$ cat src/hw/rtl/vrra_ram.sv
// Generic single-write, single-read synchronous RAM with registered read data.
`default_nettype none

module vrra_ram #(
   parameter int WIDTH = 8,
   parameter int DEPTH = 256
) (
   input  wire logic                     clock,
   input  wire logic                     wr_en,
   input  wire logic [$clog2(DEPTH)-1:0] wr_addr,
   input  wire logic [WIDTH-1:0]         wr_data,
   input  wire logic [$clog2(DEPTH)-1:0] rd_addr,
   output logic      [WIDTH-1:0]         rd_data
);

   logic [WIDTH-1:0] mem_ff [DEPTH];
   logic [WIDTH-1:0] rd_data_ff;

   always_ff @(posedge clock) begin
      if (wr_en) begin
         mem_ff[wr_addr] <= wr_data;
      end
      rd_data_ff <= mem_ff[rd_addr];
   end

   assign rd_data = rd_data_ff;

endmodule

`default_nettype wire

$ cat config.mk
export PLATFORM = sky130hd
export DESIGN_NAME = vrra_ram
export DESIGN_NICKNAME = d
export VERILOG_FILES = /design/src/hw/rtl/vrra_ram.sv
export SDC_FILE = /design/constraint.sdc
export NUM_CORES = 2
export LEC_CHECK = 0
export BUFFER_PORTS_ARGS = -buffer_cell sky130_fd_sc_hd__buf_2
export CAP_MARGIN = 20
export CORE_ASPECT_RATIO = 0.9
export CORE_MARGIN = 2
export CORE_UTILIZATION = 48
export CTS_CLUSTER_SIZE = 30
export DETAILED_ROUTE_END_ITERATION = 12
export GPL_ROUTABILITY_DRIVEN = 1
export GPL_TIMING_DRIVEN = 0
export PLACE_DENSITY = 0.65
export SYNTH_ARGS = -nofsm -noshare
export SYNTH_HDL_FRONTEND = slang
export SYNTH_SLANG_ARGS = --single-unit
$ cat constraint.sdc
create_clock -name clock -period 2.1 [get_ports clock]
set_clock_uncertainty 0.05 [all_clocks]
set_input_delay 0.21 -clock clock [delete_from_list [all_inputs] [get_ports clock]]
set_output_delay 0.21 -clock clock [all_outputs]
set_load 0.01 [all_outputs]
# ---- Word level (Yosys, flattened, before mapping)
# Memories as Yosys holds them, arrays and structs flattened. A register that Yosys moved wholly into a read port is not among the register bits.
# Cells that the tools add are included.
dict set report totals {
  word_cells 3
  memories 1
  ram_bits 2048
  reg_bits 0
}
dict set report classes {
  mux 2
}
# name depth word_bits read_ports rd_clocked_by_memory_dff write_ports line
set memory_table {}
lappend memory_table {mem_ff 256 8 1 1 1 16} ;# logic [WIDTH-1:0] mem_ff [DEPTH];
# operator n
set ops {}
lappend ops {{2-to-1 mux 1 bit} 2}

# ---- Depth between registers and ports, before layout
dict set report logic_depth {
  depth_word 2
  depth_mapped 11
  depth_no_buf 6
}

# ---- Worst setup path before layout
# No wires, ideal clock.
dict set report synth_path {
  kind {input to register}
  start {input port rd_addr[0]}
  end {register rd_data_ff[2], in the netlist rd_data[2], read port of mem_ff}
  slack_ns -0.098
  arrival_ns 2.017
  setup_ns 0.131
  stages 9
  cell_sequence {buf_6 > buf_12 > buf_8 > buf_2 > mux4_2 > a22oi_1 > a21oi_1 > nor4_1 > nor4_2}
}
# item line
set synth_rtl {}
lappend synth_rtl {{start, declared} 12} ;# input wire logic [$clog2(DEPTH)-1:0] rd_addr,
lappend synth_rtl {{end, declared} 17} ;# logic [WIDTH-1:0] rd_data_ff;

==> impl_results.md <==
* Status: finished with violations
* Violated checks: setup timing
* Final count of negative-setup-slack endpoints at 33
* Multi-input gate area at 0.01821 mm^2
* Clock insertion delay at the later pin of the skew report at 860 ps
* Critical path endpoint category: register
* Count of final max-slew check failures at 0
* Primary FF master, synth: sky130_fd_sc_hd__edfxtp_1
* Detailed Routing Iterations Pass 1 at 7
* Synth Instances at 3733
* Critical R2R Launch: mem_ff[83][6]
* Overall die height at 390.2 um
* Multiplexer share of the synthesized area at 14.62%
* Number of H-tree levels at 4
* Number of unique standard cell types used by synthesis at 55
* Routability-driven placement congestion ratio at 0.9693
* Setup_tns at -3205 ps
* Maximum number of pins on one net before global-route repair at around 150
* Fraction of registers with async set/reset at 0%
* Number of warning messages in the yosys log at 0
* Worst setup margin at -401.8 ps
* Crit path required time at 2740 ps
* Instance count along the most critical hold path at 3
* DRT antenna net count at 0
* Portion of the clock cycle consumed by the worst path in the final layout at 119.1%
* Dominant combinational cell family by area after synthesis: multiplexers
* CP Buf/Inv Count at 3
* Clock Tree Buf Depth at 3
* Global-route congestion overflow total at 0
* End point of the critical path: rd_data[0]
* Initial antenna violation count at 2
* Effective utilization at floorplan at 48.39%
* Slowest-stage cell, CP: sky130_fd_sc_hd__buf_1
* First element of the critical path: rd_addr[5]
* Clock slew seen by the registers of the worst setup and hold paths at approximately 70 ps
* Fill cell count at about 12000
* Number of port buffers at 26
* Clock tree root buffer cell: sky130_fd_sc_hd__clkbuf_16
* Length of routed met2 wiring at 104.4 mm
* Uppermost routed layer: met5
* Routed len/inst at 37.60 um
* Via count at 42030
* Compound-gate portion of the synthesized area at 3.419%
* Simple-gate share of the synthesized area at 2.628%
* Number of sinks driven by the clock tree at around 2100
* Number of enable-type register cells in the synthesized netlist at 2048
* Wire length on met1 at 90.92 mm
* Worst stage delay on the critical path at ~790 ps
* Worst-case hold slack at 142.2 ps
* Violation count after the first detailed-routing iteration at 7832
* Number of nets in the layout at 4031
* Post-synthesis adder-cell area fraction at 0%
* Slack of the worst reg-to-reg path at -390 ps
* HP Class: in -> reg
* XOR/XNOR share of the synthesized area at 0%
* Arr. time, crit path at 3150 ps
* Actual transition at the worst max-transition pin at 1269 ps
* Final worst path period need at around 2500 ps
* Top Family by Delay on Critical Path: buffers and inverters
* Power per Cell Area at 932.5 mW/mm^2
* Critical path peak fanout at 10
* Hold Vio Cnt, Final at 0
* Post-synthesis to final-layout area growth at 15.31%
* Share of cells above drive strength 1 at 30.64%
* Unrepaired setup endpoints after global routing: yes
* Routed WL at 240.1 mm
* Commonest non-fill, non-tap cell in the layout: sky130_fd_sc_hd__edfxtp_1
* I/O pin cnt at 34
* Final HPWL from detailed placement at 160.5 mm
* Reg2reg end: rd_data[6]
* Area of all sequential standard cells at 0.06166 mm^2
* Max-slew headroom at between 15 and 20%
* Final core utilization at 55.79%
* Horizontal die dimension at between 400 and 500 um
* CP Class: in -> reg
* Vias in the first global route at 39960
* TritonCTS clock tree: yes
* Final Total Pwr at 85.54 mW
* Area of the die at 0.1690 mm^2
* Ratio of routed vias to standard cells at 6.582
* Number of clock buffers inserted by TritonCTS at about 190
* Leakage power at 28.07 nW
* Summed instance area of the synthesized netlist at 0.07956 mm^2
* Leading cell types in the layout, fill and taps excluded: sky130_fd_sc_hd__edfxtp_1, sky130_fd_sc_hd__mux4_2, sky130_fd_sc_hd__clkbuf_16
* Synthesized area divided by synthesized cell count at between 20 and 25 um^2
* Row Count at 141
* Crit-path cells: buf_2, buf_2, or2_2, buf_1, a21oi_1, nor4_4, nor4_4
* Core region area at 0.1644 mm^2
* CP startpoint kind: input pin
* Count of cells along the worst register-to-register path at 6
* VDD IR-drop max at 0.0008033 V
* Number of maximum-capacitance constraint violations at 0
* Routed length on met3 at 34.07 mm
* Seq cells post-synth at 2056
* Global-route wire length before repair at 326.4 mm
* Worst path depth at 7
* Part of the Yosys area used for sequential elements at 77.50%
* Drt drc at 0
* Highest clock frequency the design can meet at 399.7 MHz
* Syn nets at 3759
* Global router's overall resource usage at 28.53%
power by group:
part / total [mW] / internal (mW) / switching (mW) / leakage, nW
clock: 34.9 / 19.3 / 15.6 / 3.05
sequential: 45.3 / 45.2 / 0.0286 / 18.5
combinational: 5.38 / 1.72 / 3.66 / 6.55
total: 85.5 / 66.3 / 19.3 / 28.1
cell usage after synthesis (21+ instances only):
master                     instances  area [um^2]
sky130_fd_sc_hd__a21oi_1          96        480.5
sky130_fd_sc_hd__a22oi_1         133        998.5
sky130_fd_sc_hd__buf_1            22        82.58
sky130_fd_sc_hd__buf_2            31        155.2
sky130_fd_sc_hd__buf_4            27        202.7
sky130_fd_sc_hd__buf_6            21        236.5
sky130_fd_sc_hd__clkbuf_1        111        416.7
sky130_fd_sc_hd__edfxtp_1       2048        61500
sky130_fd_sc_hd__mux2i_1         134         1341
sky130_fd_sc_hd__mux4_2          454        10220
sky130_fd_sc_hd__nand2_1          33        123.9
sky130_fd_sc_hd__nand3_1          34        170.2
sky130_fd_sc_hd__nor2_1          282         1059
sky130_fd_sc_hd__nor2b_1          31        193.9
sky130_fd_sc_hd__nor3_1           22        110.1
sky130_fd_sc_hd__nor4_1           24        150.1
sky130_fd_sc_hd__o221ai_1         46        402.9
sky130_fd_sc_hd__o22ai_1          28        175.2
worst min path at each step:
stage               start        endpoint  slack (ps)
5_1_grt        wr_addr[6]  mem_ff[213][0]         120
4_1_cts        wr_addr[1]   mem_ff[23][5]          80
3_3_place_gp   rd_data[2]      rd_data[2]         560
2_1_floorplan  wr_data[0]    mem_ff[0][0]         260
3_5_place_dp   rd_data[0]      rd_data[0]         560
6_report       wr_addr[6]  mem_ff[213][1]         140
flip-flops by register name, summed over array words and instances, names as in the netlist:
name and cells:
mem_ff 2048, rd_data 8
logic make-up after synthesis:
group,Yosys count
DFF,2056
muxes,591
and+or+nand+nor,466
AOI/OAI and AO/OA,385
buffers and inverters,235
through the flow:
| stage | cell area, um^2 | std cells | setup WS [ps] |
|---|---|---|---|
| final | 91730 | 6385 | -401.8 |
| after global routing | 91730 | 6382 | -387.0 |
| after CTS | 91340 | 6380 | -393.0 |
| after detailed placement | 83300 | 6013 | -2944 |
| after global placement | 82560 | 5975 | -3030 |
| after floorplan | 79660 | 3733 | -12.10 |
area by class of cell:
type | instances | share of cell area (%)
plain buffers | 231 | 2.010
diodes | 4 | 0.01091
multi-input cells | 1442 | 19.85
clock buffers | 227 | 5.381
repair buffers | 80 | 1.114
well taps | 2216 | 3.023
flip-flops and latches | 2056 | 67.22
inverters | 2 | 0.009548
clock inverters | 127 | 1.390
worst register-to-register path, stage by stage (launching register included):
cell,delay [ps]
sky130_fd_sc_hd__edfxtp_1,360
sky130_fd_sc_hd__mux4_2,520
sky130_fd_sc_hd__a22o_4,280
sky130_fd_sc_hd__a221oi_4,450
sky130_fd_sc_hd__o32ai_4,230
sky130_fd_sc_hd__nor3_4,340
sky130_fd_sc_hd__nor4_4,100
what timing repair did:
| item | 4_1_cts | 5_1_grt |
|---|---|---|
| setup endpoints to repair | 1296 | 1148 |
| gates cloned | 0 | 0 |
| pin swaps | 30 | 21 |
| buffers inserted | 7 | 0 |
| resized for setup | 468 | 110 |
| hold buffers | 8 | 0 |
| endpoints found under the hold margin | 830 | 0 |
layer usage:
layer	vias up	GRT usage, %
li1	16290	-
met3	521	9.437
met5	-	0
met1	22120	41.16
met2	3092	40.18
met4	2	11.62
Power figures use the tool's default switching activity.
