File: src/hw/rtl/vrra_pkg.sv
// Types, constants and slot arithmetic of the record ring allocator.
`default_nettype none

package vrra_pkg;

   localparam int REGION_BYTES = 524288;
   localparam int MAX_RECORDS  = 256;
   localparam int SLOT_W       = $clog2(MAX_RECORDS);
   localparam int CNT_W        = $clog2(MAX_RECORDS + 1);

   localparam int BYTES_W  = 20;
   localparam int OFFSET_W = 19;
   localparam int AGE_W    = 8;
   localparam int COUNT_W  = 9;
   localparam int END_W    = OFFSET_W + 2;

   localparam logic [BYTES_W-1:0] USABLE_RESET = 20'h80000;

   typedef enum logic {
      CMD_ALLOC  = 1'b0,
      CMD_LOOKUP = 1'b1
   } cmd_type;

   typedef enum logic [1:0] {
      ST_OK        = 2'd0,
      ST_TOO_BIG   = 2'd1,
      ST_NOT_FOUND = 2'd2
   } status_type;

   typedef struct packed {
      cmd_type             cmd;
      logic [BYTES_W-1:0]  record_bytes;
      logic [AGE_W-1:0]    age_index;
   } req_type;

   typedef struct packed {
      status_type          status;
      logic [OFFSET_W-1:0] record_offset;
      logic [BYTES_W-1:0]  record_size;
      logic [COUNT_W-1:0]  evicted_count;
      logic [COUNT_W-1:0]  stored_count;
   } rsp_type;

   typedef struct packed {
      logic [OFFSET_W-1:0] start;
      logic [BYTES_W-1:0]  length;
   } entry_type;

   typedef struct packed {
      logic              wr_en;
      logic [SLOT_W-1:0] wr_addr;
      entry_type         wr_data;
      logic [SLOT_W-1:0] rd_addr;
   } mem_req_type;

   // Slot s advanced by k places around the descriptor ring, k at most MAX_RECORDS.
   function automatic logic [SLOT_W-1:0] slot_add(input logic [SLOT_W-1:0] s,
                                                  input logic [CNT_W-1:0] k);
      logic [CNT_W:0] sum;
      sum = (CNT_W+1)'(s) + (CNT_W+1)'(k);
      if (sum >= (CNT_W+1)'(MAX_RECORDS)) begin
         sum = sum - (CNT_W+1)'(MAX_RECORDS);
      end
      return SLOT_W'(sum);
   endfunction

   // Slot s moved back by d places, d from 1 to MAX_RECORDS.
   function automatic logic [SLOT_W-1:0] slot_back(input logic [SLOT_W-1:0] s,
                                                   input logic [CNT_W-1:0] d);
      return slot_add(s, CNT_W'(MAX_RECORDS) - d);
   endfunction

endpackage

`default_nettype wire

File: src/hw/rtl/vrra_ctrl.sv
// Sequencer that reads, checks and updates the descriptor ring for each request.
`default_nettype none

module vrra_ctrl (
   input  wire logic                         clock,
   input  wire logic                         reset,
   input  wire logic [vrra_pkg::BYTES_W-1:0] usable,
   input  wire logic                         req_valid,
   output logic                              req_ready,
   input  wire vrra_pkg::req_type            req_data,
   output logic                              rsp_valid,
   input  wire logic                         rsp_ready,
   output vrra_pkg::rsp_type                 rsp_data,
   output vrra_pkg::mem_req_type             mem_req,
   input  wire vrra_pkg::entry_type          mem_rdata
);

   typedef enum logic [2:0] {
      S_IDLE,
      S_LOOK_RD,
      S_NEW_RD,
      S_PLACE,
      S_SCAN,
      S_COMMIT,
      S_DONE
   } state_type;

   state_type                         state_ff, state_in;
   logic [vrra_pkg::BYTES_W-1:0]      need_ff, need_in;
   logic [vrra_pkg::BYTES_W-1:0]      limit_ff, limit_in;
   logic [vrra_pkg::END_W-1:0]        end_ff, end_in;
   logic [vrra_pkg::END_W-1:0]        span_end_ff, span_end_in;
   logic [vrra_pkg::OFFSET_W-1:0]     cand_ff, cand_in;
   logic [vrra_pkg::SLOT_W-1:0]       oldest_ff, oldest_in;
   logic [vrra_pkg::SLOT_W-1:0]       next_ff, next_in;
   logic [vrra_pkg::CNT_W-1:0]        held_ff, held_in;
   logic [vrra_pkg::CNT_W-1:0]        scan_idx_ff, scan_idx_in;
   logic                              rd_valid_ff, rd_valid_in;
   logic [vrra_pkg::CNT_W-1:0]        rd_idx_ff, rd_idx_in;
   logic [vrra_pkg::CNT_W-1:0]        hits_ff, hits_in;
   vrra_pkg::rsp_type                 res_ff, res_in;
   logic                              rsp_valid_ff, rsp_valid_in;
   vrra_pkg::rsp_type                 rsp_data_ff, rsp_data_in;

   logic [vrra_pkg::BYTES_W-1:0] limit_now;
   logic [vrra_pkg::CNT_W-1:0]   evict;
   logic [vrra_pkg::CNT_W-1:0]   held_after;
   logic                         hit;

   always_comb begin
      if (32'(usable) < 32'(vrra_pkg::REGION_BYTES)) begin
         limit_now = usable;
      end else begin
         limit_now = vrra_pkg::BYTES_W'(vrra_pkg::REGION_BYTES);
      end
   end

   assign hit = rd_valid_ff
             && (vrra_pkg::END_W'(mem_rdata.start) < span_end_ff)
             && (vrra_pkg::END_W'(cand_ff)
                 < vrra_pkg::END_W'(mem_rdata.start) + vrra_pkg::END_W'(mem_rdata.length));

   // A full ring with nothing overlapping still loses its oldest record.
   assign evict = hits_ff + vrra_pkg::CNT_W'(hits_ff == '0
                  && held_ff == vrra_pkg::CNT_W'(vrra_pkg::MAX_RECORDS));
   assign held_after = held_ff - evict + vrra_pkg::CNT_W'(1);

   always_comb begin
      state_in     = state_ff;
      need_in      = need_ff;
      limit_in     = limit_ff;
      end_in       = end_ff;
      span_end_in  = span_end_ff;
      cand_in      = cand_ff;
      oldest_in    = oldest_ff;
      next_in      = next_ff;
      held_in      = held_ff;
      scan_idx_in  = scan_idx_ff;
      rd_valid_in  = 1'b0;
      rd_idx_in    = rd_idx_ff;
      hits_in      = hits_ff;
      res_in       = res_ff;
      rsp_valid_in = rsp_valid_ff;
      rsp_data_in  = rsp_data_ff;
      mem_req      = '0;

      if (rsp_valid_ff && rsp_ready) begin
         rsp_valid_in = 1'b0;
      end

      unique case (state_ff)
         S_IDLE: begin
            if (req_valid) begin
               need_in     = req_data.record_bytes;
               limit_in    = limit_now;
               cand_in     = '0;
               span_end_in = vrra_pkg::END_W'(req_data.record_bytes);
               scan_idx_in = '0;
               hits_in     = '0;
               res_in      = '0;
               res_in.stored_count = vrra_pkg::COUNT_W'(held_ff);
               if (req_data.cmd == vrra_pkg::CMD_LOOKUP) begin
                  if (32'(req_data.age_index) < 32'(held_ff)) begin
                     mem_req.rd_addr = vrra_pkg::slot_back(next_ff,
                        vrra_pkg::CNT_W'(req_data.age_index) + vrra_pkg::CNT_W'(1));
                     state_in = S_LOOK_RD;
                  end else begin
                     res_in.status = vrra_pkg::ST_NOT_FOUND;
                     state_in      = S_DONE;
                  end
               end else if (req_data.record_bytes == '0
                            || req_data.record_bytes > limit_now) begin
                  res_in.status = vrra_pkg::ST_TOO_BIG;
                  state_in      = S_DONE;
               end else if (held_ff == '0) begin
                  state_in = S_COMMIT;
               end else begin
                  mem_req.rd_addr = vrra_pkg::slot_back(next_ff, vrra_pkg::CNT_W'(1));
                  state_in        = S_NEW_RD;
               end
            end
         end
         S_LOOK_RD: begin
            res_in.status        = vrra_pkg::ST_OK;
            res_in.record_offset = mem_rdata.start;
            res_in.record_size   = mem_rdata.length;
            state_in             = S_DONE;
         end
         S_NEW_RD: begin
            end_in   = vrra_pkg::END_W'(mem_rdata.start) + vrra_pkg::END_W'(mem_rdata.length);
            state_in = S_PLACE;
         end
         S_PLACE: begin
            if ((vrra_pkg::END_W+1)'(end_ff) + (vrra_pkg::END_W+1)'(need_ff)
                <= (vrra_pkg::END_W+1)'(limit_ff)) begin
               cand_in     = vrra_pkg::OFFSET_W'(end_ff);
               span_end_in = end_ff + vrra_pkg::END_W'(need_ff);
            end else begin
               cand_in     = '0;
               span_end_in = vrra_pkg::END_W'(need_ff);
            end
            state_in = S_SCAN;
         end
         S_SCAN: begin
            // One descriptor read per cycle from the oldest; the last overlap found
            // sets how many of the oldest records go.
            if (scan_idx_ff < held_ff) begin
               mem_req.rd_addr = vrra_pkg::slot_add(oldest_ff, scan_idx_ff);
               rd_valid_in     = 1'b1;
               rd_idx_in       = scan_idx_ff;
               scan_idx_in     = scan_idx_ff + vrra_pkg::CNT_W'(1);
            end
            if (hit) begin
               hits_in = rd_idx_ff + vrra_pkg::CNT_W'(1);
            end
            if (scan_idx_ff == held_ff && !rd_valid_ff) begin
               state_in = S_COMMIT;
            end
         end
         S_COMMIT: begin
            mem_req.wr_en          = 1'b1;
            mem_req.wr_addr        = next_ff;
            mem_req.wr_data.start  = cand_ff;
            mem_req.wr_data.length = need_ff;
            oldest_in              = vrra_pkg::slot_add(oldest_ff, evict);
            next_in                = vrra_pkg::slot_add(next_ff, vrra_pkg::CNT_W'(1));
            held_in                = held_after;
            res_in.status          = vrra_pkg::ST_OK;
            res_in.record_offset   = cand_ff;
            res_in.record_size     = need_ff;
            res_in.evicted_count   = vrra_pkg::COUNT_W'(evict);
            res_in.stored_count    = vrra_pkg::COUNT_W'(held_after);
            state_in               = S_DONE;
         end
         S_DONE: begin
            if (!rsp_valid_ff || rsp_ready) begin
               rsp_valid_in = 1'b1;
               rsp_data_in  = res_ff;
               state_in     = S_IDLE;
            end
         end
         default: begin
            state_in = S_IDLE;
         end
      endcase
   end

   always_ff @(posedge clock) begin
      if (reset) begin
         state_ff     <= S_IDLE;
         oldest_ff    <= '0;
         next_ff      <= '0;
         held_ff      <= '0;
         rd_valid_ff  <= 1'b0;
         rsp_valid_ff <= 1'b0;
      end else begin
         state_ff     <= state_in;
         oldest_ff    <= oldest_in;
         next_ff      <= next_in;
         held_ff      <= held_in;
         rd_valid_ff  <= rd_valid_in;
         rsp_valid_ff <= rsp_valid_in;
      end
      need_ff     <= need_in;
      limit_ff    <= limit_in;
      end_ff      <= end_in;
      span_end_ff <= span_end_in;
      cand_ff     <= cand_in;
      scan_idx_ff <= scan_idx_in;
      rd_idx_ff   <= rd_idx_in;
      hits_ff     <= hits_in;
      res_ff      <= res_in;
      rsp_data_ff <= rsp_data_in;
   end

   assign req_ready = (state_ff == S_IDLE);
   assign rsp_valid = rsp_valid_ff;
   assign rsp_data  = rsp_data_ff;

endmodule

`default_nettype wire

File: config.mk
export PLATFORM = sky130hd
export DESIGN_NAME = vrra_ctrl
export DESIGN_NICKNAME = d
export VERILOG_FILES = /design/src/hw/rtl/vrra_pkg.sv /design/src/hw/rtl/vrra_ctrl.sv
export SDC_FILE = /design/constraint.sdc
export NUM_CORES = 1
export LEC_CHECK = 0
export ABC_AREA = 1
export BUFFER_PORTS_ARGS = -buffer_cell sky130_fd_sc_hd__clkbuf_2
export CORE_AREA = 5 5 220 276
export DETAILED_ROUTE_END_ITERATION = 10
export DIE_AREA = 0 0 225 281
export GPL_TIMING_DRIVEN = 1
export SETUP_SLACK_MARGIN = 0.3
export SKIP_LAST_GASP = 1
export SLEW_MARGIN = 5
export SYNTH_ARGS = -nofsm -noshare
export SYNTH_HDL_FRONTEND = slang
export SYNTH_SLANG_ARGS = --single-unit
File: constraint.sdc
create_clock -name clock -period 7.1 [get_ports clock]
set_input_delay 0.355 -clock clock [delete_from_list [all_inputs] [get_ports clock]]
set_output_delay 0.355 -clock clock [all_outputs]
set_load 0.1 [all_outputs]
# [After elaboration in Yosys (flattened, before gate mapping)]
# Cells that the tools add are included.
[totals] ff_bits=276 elab_cells=141 memories=0 ram_bits=0 output_inout_bits=117 inputBits=92 latch_bits=0 romBits=0
[classes] reduce_logical=28 eq_ne=13 shift=0 add_sub_neg=20 mux=43 bitwise_logic=1 n_div=0 multipliers=0 order_cmp=12
[ops] operator="41-bit case mux with 3 select lines" n=1
[ops] operator="8-bit 2-to-1 mux" n=11
[ops] operator="59-bit 2-to-1 mux" n=1
[ops] operator="48-bit 2-to-1 mux" n=1
[ops] operator="19-bit by 21-bit < comparator with 1-bit output" n=2
[ops] operator="21-bit 2-to-1 mux" n=2
[ops] operator="21-bit case mux with 2 select lines" n=1
[ops] operator="8-bit by 1-bit subtractor with 8-bit output, second input constant" n=5
[ops] operator="19-bit 2-to-1 mux" n=2
[ops] operator="19-bit case mux with 2 select lines" n=1
[ops] operator="18-bit case mux with 2 select lines" n=1
[ops] operator="9-bit case mux with 2 select lines" n=2
[ops] operator="8-bit by 9-bit adder with 10-bit output" n=3
[ops] operator="10-bit by 9-bit greater-or-equal comparator with 1-bit output, second input constant" n=3
[ops] operator="9-bit by 1-bit adder with 9-bit output, second input constant" n=3
[ops] operator="9-bit 2-to-1 mux" n=3
[ops] operator="21-bit by 20-bit adder with 22-bit output" n=1
[ops] operator="22-bit by 20-bit less-or-equal comparator with 1-bit output" n=1
[ops] operator="19-bit by 20-bit adder with 21-bit output" n=1
[ops] operator="21-bit by 20-bit adder with 21-bit output" n=1
[ops] operator="3-bit 2-to-1 mux" n=7
[ops] operator="20-bit greater-than comparator" n=1
[ops] operator="20-bit logical NOT" n=1
[ops] operator="20-bit < comparator, second input constant" n=1
[ops] operator="30 further kinds" n=61

# [Depth between registers and ports, before layout]
[depth] word_depth=9 ltp_mapped=28 depth_no_buf=27

# [Worst setup path before layout]
# No wires, ideal clock.
[synth_timing] path_type="register -> register" start="reg rsp_valid_ff, in the netlist rsp_valid" end="reg rsp_data_ff (netlist bit rsp_data[0]), enable pin" required_time_ns=6.551 path_stages_with_launch=4 path_buffers=0 setup_time_ns=0.549 slack_ns=1.700 t_arrival_ns=4.851 path_cell_list="dfxtp_1 > inv_1 > nor2_1 > nor3_1"
[synth_between] elab_chain_cells=3
[synth_lines] element="start, declared" line="vrra_ctrl.sv:42" source="logic rsp_valid_ff, rsp_valid_in;"
[synth_lines] element="start signal, assigned" line="vrra_ctrl.sv:202" source="rsp_valid_ff <= rsp_valid_in;"
[synth_lines] element="1-bit logical NOT" line="vrra_ctrl.sv:176" source="if (!rsp_valid_ff || rsp_ready) begin"
[synth_lines] element="1-bit logical OR" line="vrra_ctrl.sv:176"
[synth_lines] element="2-bit AND reduction (no source line)"
[synth_lines] element="end signal, assigned" line="vrra_ctrl.sv:213" source="rsp_data_ff <= rsp_data_in;"
[synth_lines] element="end, declared" line="vrra_ctrl.sv:43" source="vrra_pkg::rsp_type rsp_data_ff, rsp_data_in;"
# Every way passes these cells.
# A chain may end at the register's enable or synchronous reset.

# [Worst setup path after layout]
[layout_timing] start="reg end_ff[0] (netlist name)" end="reg span_end_ff[7] (netlist name) (data pin)"
[layout_between] elab_chain_cells=4
[layout_lines] element="start, declared" line="vrra_ctrl.sv:31" source="logic [vrra_pkg::END_W-1:0] end_ff, end_in;"
[layout_lines] element="start signal, assigned" line="vrra_ctrl.sv:206" source="end_ff <= end_in;"
[layout_lines] element="21-bit by 20-bit adder with 22-bit output" line="vrra_ctrl.sv:134" source="if ((vrra_pkg::END_W+1)'(end_ff) + (vrra_pkg::END_W+1)'(need_ff)"
[layout_lines] element="22-bit by 20-bit less-or-equal comparator with 1-bit output" line="vrra_ctrl.sv:135" source="<= (vrra_pkg::END_W+1)'(limit_ff)) begin"
[layout_lines] element="21-bit 2-to-1 mux *" line="vrra_ctrl.sv:134"
[layout_lines] element="21-bit case mux with 2 select lines *" line="vrra_ctrl.sv:91" source="unique case (state_ff)"
[layout_lines] element="net span_end_in, one bit" line="vrra_ctrl.sv:32" source="logic [vrra_pkg::END_W-1:0] span_end_ff, span_end_in;"
[layout_lines] element="end signal, assigned" line="vrra_ctrl.sv:207" source="span_end_ff <= span_end_in;"
[layout_lines] element="end, declared" line="vrra_ctrl.sv:32"
# Mark *: on every way through the listed nets, which the timed path passes. The rest lies on a longest branch.

==> impl_metrics.json <==
{
  "multiInputGateArea_um2": 7710,
  "fmax_ghz": 0.212,
  "drt_iter0_drc": 1088,
  "antenna_found_initial": 3,
  "synth_top_family_by_area": "simple AND/OR/NAND/NOR gates",
  "first_pass_iters": 5,
  "holdWs_ps": 25.6,
  "cp_num_buf_inv": 4,
  "clkSinkCount": 276,
  "slew-limit-headroom_pct": 29.9,
  "cts_tree": "built",
  "setup_tns_ps": 0,
  "yosysUniqueCellTypes": 56,
  "rows": 99,
  "setup_viol": 0,
  "die_w_um": 225,
  "finalInstanceArea_um2": 20100,
  "regArea_um2": 7990,
  "worst_pin_slew_ps": 1050,
  "cts_buffers": 30,
  "synth_top_area_cell": "edfxtp_1",
  "ios": 209,
  "port_buffers": 208,
  "synth_area_um2": 17100,
  "grt_pass1_vias": 13977,
  "fin_skew_ps": 38.1,
  "seq_area_frac_synth_pct": 46.7,
  "synth_xor_area_share_pct": 3.27,
  "synth-warning-count": 0,
  "clkLatencyLatePin_ps": 600,
  "initial_utilization_pct": 29.6,
  "finalWeightedCongestion": 0.898,
  "critPathSlowestCell": "nand3_1",
  "drc": 0,
  "maxCapViolations": 0,
  "cp.required_ps": 7570,
  "p_per_area_nw_per_um2": 368,
  "rsz0062_at_grt": "false",
  "dp_hpwl_mm": 42.3,
  "wl_per_cell_um": 18.2,
  "grt_max_degree": 60,
  "min_period_over_period_pct": 66.5,
  "crit_family": "simple AND/OR/NAND/NOR gates",
  "root_buffer": "clkbuf_16",
  "max-vdd-ir-drop_mv": 0.217,
  "cts_buffer_depth": 3,
  "h-tree-depth": 1,
  "die_h_um": 281,
  "place_ws_ps": 2460,
  "synthArstFlopShare_pct": 0,
  "vias": 13933,
  "status": "completed",
  "synth_mux_area_share_pct": 0,
  "power.leakage_nw": 9.47,
  "cp.arrival_ps": 5200,
  "netlist_instances": 1893,
  "dieArea_um2": 63200,
  "syn_nets": 2164,
  "track_usage_pct": 16.1,
  "hp-class": "in -> reg",
  "coreArea_um2": 57800,
  "setup_ws_ps": 2380,
  "critPathLaunchType": "flop",
  "drive_gt1_share_pct": 15.9,
  "max_stage_delay_ps": 730,
  "viasPerCell": 4.82,
  "hold_viol_final": 0,
  "ys.flop_type": "edfxtp_1",
  "synth_enable_flop_cells": 246,
  "path_class": "reg -> reg",
  "synth_area_leaders": "edfxtp_1 (43%), ha_1 (13%), nand2_1 (7.7%)",
  "area_delta_synth_final_pct": 17.3,
  "ant_nets": 0,
  "ys_ff_latch": 276,
  "end_kind": "flop",
  "synthSimpleGateAreaFrac_pct": 18.8,
  "drt-total-wl_mm": 52.7,
  "slew_violations": 0,
  "synth_top_area_share_pct": 43.2,
  "fillers": 5889,
  "layout.nets": 2377,
  "grt_pass1_wl_mm": 79.6,
  "overflow": 0,
  "synth_compound_area_share_pct": 9.58,
  "syn_area_per_cell_um2": 9.04,
  "cts.clk_slew.worst_paths_ps": 70,
  "place_area_um2": 19000,
  "period_minus_slack_ps": 4720,
  "cpMostUsedCell": "nand2_1",
  "worstPathMaxFanout": 22,
  "ctsResizeCount": 0,
  "synth_fa_ha_area_share_pct": 13.3
}
-- cell type report --
cell class	instances	share of cell area (%)
flip-flops and latches	276	39.8
multi-input cells	1243	38.4
inverters	337	6.30
repair buffers	218	5.57
well taps	757	4.72
clock buffers	32	3.78
clock inverters	24	1.43
diodes	3	0.0374
-- path summary, 6_finish.rpt --
path | slack, ps | endpoint | cells after the start | from
hold / removal | 30 | need_ff[5]$_DFFE_PP_ | 1 | req_data[13]
hold reg to reg | 410 | rsp_data[19]$_DFFE_PP_ | 0 | res_ff[19]$_DFFE_PP_
setup / recovery | 2380 | span_end_ff[7]$_DFFE_PP_ | 26 | end_ff[0]$_DFFE_PP_
setup reg to reg | 2380 | span_end_ff[7]$_DFFE_PP_ | 26 | end_ff[0]$_DFFE_PP_
-- synth_stat cells (9+ instances only) --
master / n
o21bai_1: 10
a211oi_1: 9
xnor2_1: 18
xor2_1: 46
nand2_1: 353
nor2_4: 11
nor2_1: 166
nor4_1: 11
nor3_1: 24
edfxtp_1: 246
ha_1: 173
o21ai_0: 69
a31o_2: 38
nand3_1: 83
a21oi_1: 122
dfxtp_1: 30
clkbuf_1: 25
inv_1: 331
nand4_1: 40
-- repair_timing --
item	CTS	global route
setup endpoints to repair	0	0
hold endpoints to repair	1	0
setup buffers	0	0
hold buffers	1	0
-- registers in the layout, summed over array words and instances (netlist names) --
signal       cells
cand_ff         19
end_ff          21
held_ff          9
hits_ff          9
limit_ff        20
need_ff         20
next_ff          8
oldest_ff        8
rd_idx_ff        9
rd_valid_ff      1
res_ff          59
rsp_data        59
rsp_valid        1
scan_idx_ff      9
span_end_ff     21
state_ff         3
-- per-layer routing --
| metal | track usage (%) | routed length [um] | vias to the layer above |
|---|---|---|---|
| met5 | 0 | 0 | - |
| met4 | 5.22 | 1640 | 0 |
| met3 | 2.28 | 3100 | 90 |
| met2 | 26.5 | 24400 | 459 |
| met1 | 21.8 | 23600 | 6589 |
| li1 | - | - | 6795 |
-- stage by stage --
step / util (%) / std cells / power, mW
2_1_floorplan: - / 1893 / 4.86
3_3_place_gp: 32.9 / 2830 / 5.67
4_1_cts: 34.7 / 2887 / 7.43
5_1_grt: 34.7 / 2890 / 7.86
6_report: 34.7 / 2890 / 7.39
3_5_place_dp: 32.9 / 2830 / 5.76
-- kinds of logic after synthesis --
logic type / Yosys count
and+or+nand+nor: 722
buffers and inverters: 374
AOI/OAI and AO/OA: 277
DFF: 276
adders and majority gates: 179
xor gates and xnor gates: 64
other: 1
-- report_power, final --
group	switching, mW	internal [mW]
combinational	2.27	0.834
clock	0.690	0.963
sequential	0.215	2.42
-- layout by cell type, fill, tap and decap left out, types with 5 or more instances in the layout --
| cell type | instances |
|---|---|
| nor4_1 | 11 |
| nor2_1 | 166 |
| fa_1 | 6 |
| a21o_1 | 5 |
| a31o_2 | 38 |
| o21bai_1 | 10 |
| dfxtp_1 | 30 |
| nand4_1 | 40 |
| nand3b_1 | 5 |
| clkbuf_16 | 30 |
| clkinv_1 | 6 |
| xnor2_1 | 18 |
| ha_1 | 173 |
| clkbuf_2 | 208 |
| nor3_1 | 23 |
| nand2_2 | 6 |
| nor2_4 | 11 |
| nand3_1 | 83 |
| clkinv_2 | 7 |
| xor2_1 | 46 |
| inv_1 | 331 |
| buf_4 | 9 |
| edfxtp_1 | 246 |
| nand2_1 | 352 |
| o21ai_0 | 69 |
| a21oi_1 | 122 |
| a211oi_1 | 9 |
| o22ai_1 | 5 |
| bufinv_16 | 5 |
| a31oi_1 | 5 |
Note: power is estimated with default switching activity, not from simulation.
